===== src/hdl/lpr_pkg.sv =====
// Package for the literal priority reorder block.
// Holds the controller state type, the command/status structs and constants.
// Depends on nothing.
package lpr_pkg;
	localparam int unsigned STORE_DEPTH = 32;
	localparam int unsigned IDX_W = 5;
	localparam int unsigned CNT_W = 6;
	localparam logic [15:0] LITNR_LIMIT = 16'd100;
	localparam logic [CNT_W-1:0] MIN_TAIL = 6'd2;

	typedef enum logic [3:0] {
		ST_LOAD,
		ST_CHECK_RD,
		ST_CHECK,
		ST_SCAN,
		ST_SHIFT,
		ST_PART,
		ST_EMIT
	} state_t;

	typedef struct packed {
		logic load;        // store the input item
		logic clr;         // clear count and overflow
		logic chk_rd;      // read entry at order_list[2]
		logic scan_init;   // start scan of slot i
		logic scan_step;   // compare entry j with best
		logic shift_step;  // shift one entry toward best
		logic next_slot;   // advance i
		logic part_init;   // start pass two
		logic part_step;   // one element of pass two
		logic emit_init;   // start output
		logic emit_step;   // one result taken
	} cmd_t;

	typedef struct packed {
		logic       do_reorder;
		logic       scan_done;
		logic       shift_done;
		logic       slots_done;
		logic       part_done;
		logic       emit_done;
		logic       empty;
	} stat_t;
endpackage


===== src/hdl/lpr_ctrl.sv =====
// Controller state machine of the literal priority reorder block.
// Depends on lpr_pkg for the state type and command/status structs.
module lpr_ctrl (
	input  logic            clk,
	input  logic            arst_n,
	input  logic            in_valid,
	input  logic            in_last,
	input  logic            out_ready,
	input  lpr_pkg::stat_t  stat,
	output logic            in_ready,
	output logic            out_valid,
	output lpr_pkg::cmd_t   cmd
);
	lpr_pkg::state_t state_q, state_d;

	always_ff @(posedge clk or negedge arst_n) begin
		if (!arst_n) state_q <= lpr_pkg::ST_LOAD;
		else state_q <= state_d;
	end

	always_comb begin
		state_d = state_q;
		cmd = '0;
		in_ready = 1'b0;
		out_valid = 1'b0;
		unique case (state_q)
			lpr_pkg::ST_LOAD: begin
				in_ready = 1'b1;
				if (in_valid) begin
					cmd.load = 1'b1;
					if (in_last) state_d = lpr_pkg::ST_CHECK_RD;
				end
			end
			lpr_pkg::ST_CHECK_RD: begin
				if (stat.empty) begin
					cmd.clr = 1'b1;
					state_d = lpr_pkg::ST_LOAD;
				end else begin
					cmd.chk_rd = 1'b1;
					state_d = lpr_pkg::ST_CHECK;
				end
			end
			lpr_pkg::ST_CHECK: begin
				if (stat.do_reorder) begin
					cmd.scan_init = 1'b1;
					state_d = lpr_pkg::ST_SCAN;
				end else begin
					cmd.emit_init = 1'b1;
					state_d = lpr_pkg::ST_EMIT;
				end
			end
			lpr_pkg::ST_SCAN: begin
				if (stat.slots_done) begin
					cmd.part_init = 1'b1;
					state_d = lpr_pkg::ST_PART;
				end else if (stat.scan_done) begin
					state_d = lpr_pkg::ST_SHIFT;
				end else begin
					cmd.scan_step = 1'b1;
				end
			end
			lpr_pkg::ST_SHIFT: begin
				if (stat.shift_done) begin
					cmd.next_slot = 1'b1;
					state_d = lpr_pkg::ST_SCAN;
				end else begin
					cmd.shift_step = 1'b1;
				end
			end
			lpr_pkg::ST_PART: begin
				if (stat.part_done) begin
					cmd.emit_init = 1'b1;
					state_d = lpr_pkg::ST_EMIT;
				end else begin
					cmd.part_step = 1'b1;
				end
			end
			lpr_pkg::ST_EMIT: begin
				out_valid = 1'b1;
				if (out_ready) begin
					cmd.emit_step = 1'b1;
					if (stat.emit_done) begin
						cmd.clr = 1'b1;
						state_d = lpr_pkg::ST_LOAD;
					end
				end
			end
			default: state_d = lpr_pkg::ST_LOAD;
		endcase
	end
endmodule


===== src/hdl/lpr_datapath.sv =====
// Datapath of the literal priority reorder block: literal stores, order list,
// selection scan, shift and three-way partition. Depends on lpr_pkg.
module lpr_datapath #(
	parameter int unsigned CAP = 32
) (
	input  logic                  clk,
	input  logic                  arst_n,
	input  logic [15:0]           builtin_symbol_count,
	input  logic [15:0]           symbol,
	input  logic [15:0]           literal_number,
	input  logic [15:0]           complexity,
	input  logic                  subgoal_mark,
	input  lpr_pkg::cmd_t         cmd,
	output lpr_pkg::stat_t        stat,
	output logic [lpr_pkg::IDX_W-1:0] position,
	output logic                  overflow,
	output logic                  last_res
);
	localparam int unsigned IW = lpr_pkg::IDX_W;
	localparam int unsigned CW = lpr_pkg::CNT_W;
	localparam logic [CW-1:0] CAP_C = CW'(CAP);

	logic        bi_q   [lpr_pkg::STORE_DEPTH];
	logic [15:0] num_q  [lpr_pkg::STORE_DEPTH];
	logic [15:0] cx_q   [lpr_pkg::STORE_DEPTH];
	logic        mk_q   [lpr_pkg::STORE_DEPTH];
	logic [IW-1:0] ord_q [lpr_pkg::STORE_DEPTH];
	logic [IW-1:0] tmp_q [lpr_pkg::STORE_DEPTH];

	logic [CW-1:0] cnt_q;
	logic          ovf_q;
	logic [CW-1:0] i_q, j_q, best_q, k_q, w_q;
	logic [1:0]    grp_q;
	logic          chk_q;

	// Entry under test and current best.
	logic [IW-1:0] e, b;
	logic          beats, sel_ok;
	logic          pe_mk, pe_bi, take;

	assign e = ord_q[j_q[IW-1:0]];
	assign b = ord_q[best_q[IW-1:0]];

	always_comb begin
		if (bi_q[e] || bi_q[b]) begin
			beats = (bi_q[e] && bi_q[b]) ? (num_q[e] < num_q[b]) : bi_q[e];
		end else begin
			beats = cx_q[e] > cx_q[b];
		end
		sel_ok = !mk_q[e] && beats;
	end

	// Pass two: element at slot j, group grp (0 unmarked, 1 marked builtin, 2 marked other).
	always_comb begin
		pe_mk = mk_q[e];
		pe_bi = bi_q[e];
		case (grp_q)
			2'd0: take = !pe_mk;
			2'd1: take = pe_mk && pe_bi;
			default: take = pe_mk && !pe_bi;
		endcase
	end

	always_ff @(posedge clk or negedge arst_n) begin
		if (!arst_n) begin
			cnt_q <= '0;
			ovf_q <= 1'b0;
		end else if (cmd.clr) begin
			cnt_q <= '0;
			ovf_q <= 1'b0;
		end else if (cmd.load) begin
			if (cnt_q < CAP_C) cnt_q <= cnt_q + 1'b1;
			else ovf_q <= 1'b1;
		end
	end

	always_ff @(posedge clk) begin
		if (cmd.load && cnt_q < CAP_C) begin
			bi_q[cnt_q[IW-1:0]]  <= symbol < builtin_symbol_count;
			num_q[cnt_q[IW-1:0]] <= literal_number;
			cx_q[cnt_q[IW-1:0]]  <= complexity;
			mk_q[cnt_q[IW-1:0]]  <= subgoal_mark;
			ord_q[cnt_q[IW-1:0]] <= cnt_q[IW-1:0];
		end
		if (cmd.chk_rd) chk_q <= num_q[ord_q[2]] < lpr_pkg::LITNR_LIMIT;
		if (cmd.scan_init) begin
			i_q <= CW'(1);
			j_q <= CW'(2);
			best_q <= CW'(1);
		end
		if (cmd.scan_step) begin
			if (sel_ok) best_q <= j_q;
			j_q <= j_q + 1'b1;
		end
		if (cmd.shift_step) begin
			// Rotate the winner down to slot i one swap at a time.
			ord_q[best_q[IW-1:0]] <= ord_q[best_q[IW-1:0] - 1'b1];
			ord_q[best_q[IW-1:0] - 1'b1] <= ord_q[best_q[IW-1:0]];
			best_q <= best_q - 1'b1;
		end
		if (cmd.next_slot) begin
			i_q <= i_q + 1'b1;
			j_q <= i_q + CW'(2);
			best_q <= i_q + 1'b1;
		end
		if (cmd.part_init) begin
			j_q <= CW'(1);
			k_q <= CW'(1);
			grp_q <= 2'd0;
		end
		if (cmd.part_step) begin
			if (take) begin
				tmp_q[k_q[IW-1:0]] <= e;
				k_q <= k_q + 1'b1;
			end
			if (j_q + 1'b1 >= cnt_q) begin
				j_q <= CW'(1);
				grp_q <= grp_q + 1'b1;
			end else begin
				j_q <= j_q + 1'b1;
			end
		end
		if (cmd.emit_init) begin
			w_q <= '0;
			// Slot 0 of the copy keeps the head.
			tmp_q[0] <= ord_q[0];
			if (!stat.do_reorder) begin
				for (int unsigned x = 1; x < lpr_pkg::STORE_DEPTH; x++) tmp_q[x] <= ord_q[x];
			end
		end
		if (cmd.emit_step) w_q <= w_q + 1'b1;
	end

	always_comb begin
		stat = '0;
		stat.empty      = cnt_q == '0;
		stat.do_reorder = chk_q && (cnt_q > lpr_pkg::MIN_TAIL);
		stat.scan_done  = j_q >= cnt_q;
		stat.shift_done = best_q == i_q;
		stat.slots_done = i_q + 1'b1 >= cnt_q;
		stat.part_done  = grp_q == 2'd3;
		stat.emit_done  = w_q + 1'b1 >= cnt_q;
	end

	assign position = tmp_q[w_q[IW-1:0]];
	assign overflow = ovf_q;
	assign last_res = stat.emit_done;
endmodule


===== src/hdl/literal_priority_reorder.sv =====
// Literal priority reorder: loads a clause and emits its load positions in priority order.
// Flow: literals are stored as they arrive; after the last, a check of the third entry's
// literal number and of the count decides whether sorting runs: a selection scan with shift
// steps, then a three-way partition pass. Then one result per cycle while out_ready is high.
// Throughput: one clause at a time, set by the single compare unit of the scan loop.
// Reset: arst_n clears count, overflow flag, state and config. Uses lpr_ctrl and lpr_datapath.
module literal_priority_reorder #(
	parameter int unsigned MAX_LITERALS = 32
) (
	input  logic        clk,
	input  logic        arst_n,
	// Configuration write: the built-in symbol count.
	input  logic        cfg_we,
	input  logic [15:0] cfg_wdata,
	// Input literal channel. A transfer stores one literal while the store has room; else it sets overflow.
	input  logic        in_valid,
	output logic        in_ready,
	input  logic [15:0] symbol,
	input  logic [15:0] literal_number,
	input  logic [15:0] complexity,
	input  logic        subgoal_mark,
	input  logic        last,
	// Result channel. Each transfer moves one position.
	output logic        out_valid,
	input  logic        out_ready,
	output logic [4:0]  position,
	output logic        overflow,
	output logic        last_res
);
	// Capacity is limited to the 32-entry store.
	localparam int unsigned CAP = (MAX_LITERALS < 32) ? MAX_LITERALS : 32;

	logic [15:0] builtin_cnt_q;
	lpr_pkg::cmd_t  cmd;
	lpr_pkg::stat_t stat;

	// The user must write the register only while the block is idle; the block itself does not enforce this.
	always_ff @(posedge clk or negedge arst_n) begin
		if (!arst_n) builtin_cnt_q <= '0;
		else if (cfg_we) builtin_cnt_q <= cfg_wdata;
	end

	lpr_ctrl u_ctrl (
		.clk(clk), .arst_n(arst_n), .in_valid(in_valid), .in_last(last),
		.out_ready(out_ready), .stat(stat), .in_ready(in_ready),
		.out_valid(out_valid), .cmd(cmd)
	);

	lpr_datapath #(.CAP(CAP)) u_dp (
		.clk(clk), .arst_n(arst_n), .builtin_symbol_count(builtin_cnt_q),
		.symbol(symbol), .literal_number(literal_number), .complexity(complexity),
		.subgoal_mark(subgoal_mark), .cmd(cmd), .stat(stat),
		.position(position), .overflow(overflow), .last_res(last_res)
	);
endmodule


===== config.mk =====
export PLATFORM = sky130hd
export DESIGN_NAME = literal_priority_reorder
export DESIGN_NICKNAME = d
export VERILOG_FILES = /design/src/hdl/lpr_pkg.sv /design/src/hdl/lpr_ctrl.sv /design/src/hdl/lpr_datapath.sv /design/src/hdl/literal_priority_reorder.sv
export SDC_FILE = /design/constraint.sdc
export NUM_CORES = 2
export LEC_CHECK = 0
export BUFFER_PORTS_ARGS = -buffer_cell sky130_fd_sc_hd__buf_4
export CAP_MARGIN = 10
export CORE_UTILIZATION = 40
export DETAILED_ROUTE_END_ITERATION = 8
export PLACE_DENSITY = 0.6
export RECOVER_POWER = 100
export SYNTH_ARGS = -nofsm -noshare
export SYNTH_HDL_FRONTEND = slang
export SYNTH_SLANG_ARGS = --single-unit

===== constraint.sdc =====
create_clock -name clk -period 10.3 [get_ports clk]
set_input_delay 1.03 -clock clk [delete_from_list [all_inputs] [get_ports clk]]
set_output_delay 1.03 -clock clk [all_outputs]
set_load 0.03 [all_outputs]

==> flow_summary.toml <==
[run_status]
outcome = "complete, but fails checks"
violations = "max-capacitance violations, max-slew violations"

[final_layout]
final_util_pct = 44.5
drive_gt1_share_pct = 8.46
fin_area_mm2 = 0.0870
areaGrowthSynthToFinish_pct = 10.2
fin_nets = 7234

[sta]
drv_slew = 1650
fin_crit_ns = 8.67
fmax_mhz = 115
fin_crit_sh_pct = 84.2
fin_setup_tns_ns = 0
rsz0062_at_grt = "no"
fin_worst_skew_ns = 0.0573
worstMarginPinSlew_ns = 4.37
maxSlewHeadroom_pct = -191
setup_viol = 0
hold_violations = 0

[yosys]
synth_edf_count = 1427
synth.net_count = 7462
yosysMostFrequentCell = "nand2_1"
yosysUniqueCellTypes = 82
synth.area.top_cells = "edfxtp_1 (54%), nand2_1 (9.3%), mux4_2 (4.8%)"
ys_dominant_reg_cell = "edfxtp_1"
synth-seq-cells = 1476
synth_common_cells = "nand2_1 (1965), edfxtp_1 (1427), clkbuf_1 (478)"
async_flop_share_pct = 1.76
syn_area_per_cell_um2 = 10.8
yosysWarnings = 0
syn_inst = 7301
yosysTopAreaCell = "edfxtp_1"
yosysSeqAreaShare_pct = 55.7
synth_top_area_share_pct = 54.3
netlist_area_mm2 = 0.0789

[placed_design]
placed_cell_area_mm2 = 0.0822
io_buffers = 79
hpwl_um = 169000
gp_congestion = 0.958

[hold_path]
hold-path-cell-count = 3
min_from = "cfg_wdata[4]"
hold_path_class = "input port to register"
whs_endpoint = "builtin_cnt_q[4]"

[clock_network]
cts_buffer_depth = 3
clk_pin_slew_worst_paths_ns = 0.06
insertion_delay_ns = 0.84
ctsResizeCount = 0
holdBufCountCts = 0
root_buffer = "clkbuf_16"
cts_setup_buffers = 0
cts-buffers-inserted = 164
htreeDepth = 4
cts_tree = "built"
cts.sinks = 1476

[detailed_routing]
dr.first_iter.drc_count = 8843
ant_nets = 0
drc = 0
first_pass_iters = 8
wl_per_cell_um = 28.9
routed_wirelength_um = 285000
viasPerCell = 6.44
vias = 63391

[critical_path]
endpoint_kind = "register"
arrival_ns = 9.39
cp_data_required_time_ns = 11.02
crit_fanout = 71
crit_type = "register to register"
reg2reg_slack_ns = 1.63
cp-start-kind = "register"
r2r-end = "u_dp.best_q[5]"
rr_worst_depth = 20

[die]
placementRows = 162
die_y_um = 446
start_util_pct = 40.4
ios = 80
die_area_mm2 = 0.199
die_w_um = 446
core_area_mm2 = 0.195

[global_route]
antenna_found_initial = 21
grt-ovfl-total = 0
first_global_vias = 60060
grt_first_pass_wirelength_um = 412000
grt_max_degree = 169
grt_usage_pct = 28.0

[run]
cap_viol_max_count = 57
## per-layer routing
layer | up-vias | share of wire [%] | GRT usage, %
li1 | 27117 | - | -
met1 | 31278 | 38 | 36.1
met2 | 4094 | 46 | 43.9
met3 | 884 | 10 | 5.89
met4 | 18 | 6.0 | 15.6
met5 | - | 0.041 | 0
## state kept, by name, indices dropped and copies added, names as in the netlist, 2 cells and up, named ones only
signal	cells
u_dp.num_q	512
u_dp.k_q	5
u_dp.grp_q	2
u_dp.best_q	6
u_dp.cnt_q	6
u_dp.w_q	6
builtin_cnt_q	16
u_dp.i_q	6
u_dp.ord_q	160
u_dp.mk_q	32
u_dp.bi_q	32
u_dp.cx_q	512
u_dp.tmp_q	160
u_ctrl.state_q	3
u_dp.j_q	6
## critical path: stages (launching register included)
cell and delay, ns:
dfxtp_1 1.38, buf_4 0.48, mux4_2 0.54, mux4_2 0.52, mux2i_1 1.32, buf_12 0.46
nand3_1 0.23, o311ai_0 0.26, o21ai_0 0.24, ha_1 0.36, a21o_1 0.16, a21o_1 0.16
a21o_1 0.17, a21o_1 0.17, a21o_1 0.16, a21oi_1 0.41, o211ai_1 0.18, o211ai_1 0.45
a32oi_1 0.32, and3_1 0.30, o22a_1 0.20
## logic make-up after synthesis
family	count (synthesis)	share of synthesized area, %
muxes	363	7.37
AOI/OAI and AO/OA	1652	14.9
and+or+nand+nor	3004	16.8
buffers and inverters	685	3.45
DFF	1476	55.7
xor gates and xnor gates	31	0.344
adders and majority gates	90	1.43
## how the worst max path moves through the flow
stage                   start             end  cells past startpoint
3_5_place_dp         register  u_dp.best_q[5]                     17
5_1_grt              register  u_dp.best_q[5]                     20
3_3_place_gp         register  u_dp.best_q[5]                     17
4_1_cts              register  u_dp.best_q[5]                     17
6_report             register  u_dp.best_q[5]                     20
2_1_floorplan  u_dp.best_q[0]  u_dp.best_q[5]                     27
## cells in the final DEF, fill, tap and decap left out, types with 25 or more instances in the layout
cell type,n
a31oi_1,167
and3_1,226
clkinv_2,25
a311oi_1,296
nor3_1,45
clkbuf_16,165
buf_4,115
mux4_2,169
o311ai_0,37
o21ai_0,208
o21a_1,68
mux2i_1,166
dfrtp_1,26
nand2_1,1964
edfxtp_1,1427
a21oi_1,156
nor4_1,38
ha_1,89
nor2_1,133
o31ai_1,74
o22ai_1,39
nand2b_1,33
and2_1,209
buf_12,28
inv_1,56
a21o_1,126
nand3_1,233
a211oi_1,303
clkinv_1,50
clkbuf_1,122
o211ai_1,71
## per-stage QoR
step / cells / hold WS [ns] / setup slack [ns]
floorplan: 7301 / 0.468 / 4.21
global placement: 9531 / 0.481 / 2.60
detailed placement: 9531 / 0.501 / 2.59
CTS: 9833 / 0.0831 / 2.56
global route: 9841 / 0.407 / 1.32
finish: 9843 / 0.419 / 1.63
## cell type report
cell class / count / area, µm²
antenna: 10 / 25.0
clock buffer: 199 / 4260
clock inverter: 103 / 941
fill: 17899 / 108000
inverter: 60 / 233
multi-input combinational: 5140 / 32500
sequential: 1476 / 44000
tap: 2624 / 3280
timing repair buffer: 231 / 1750
Power is left out: the tool's default activity adds up to more than one toggle a clock period on the data nets, which glitch-free logic cannot reach.
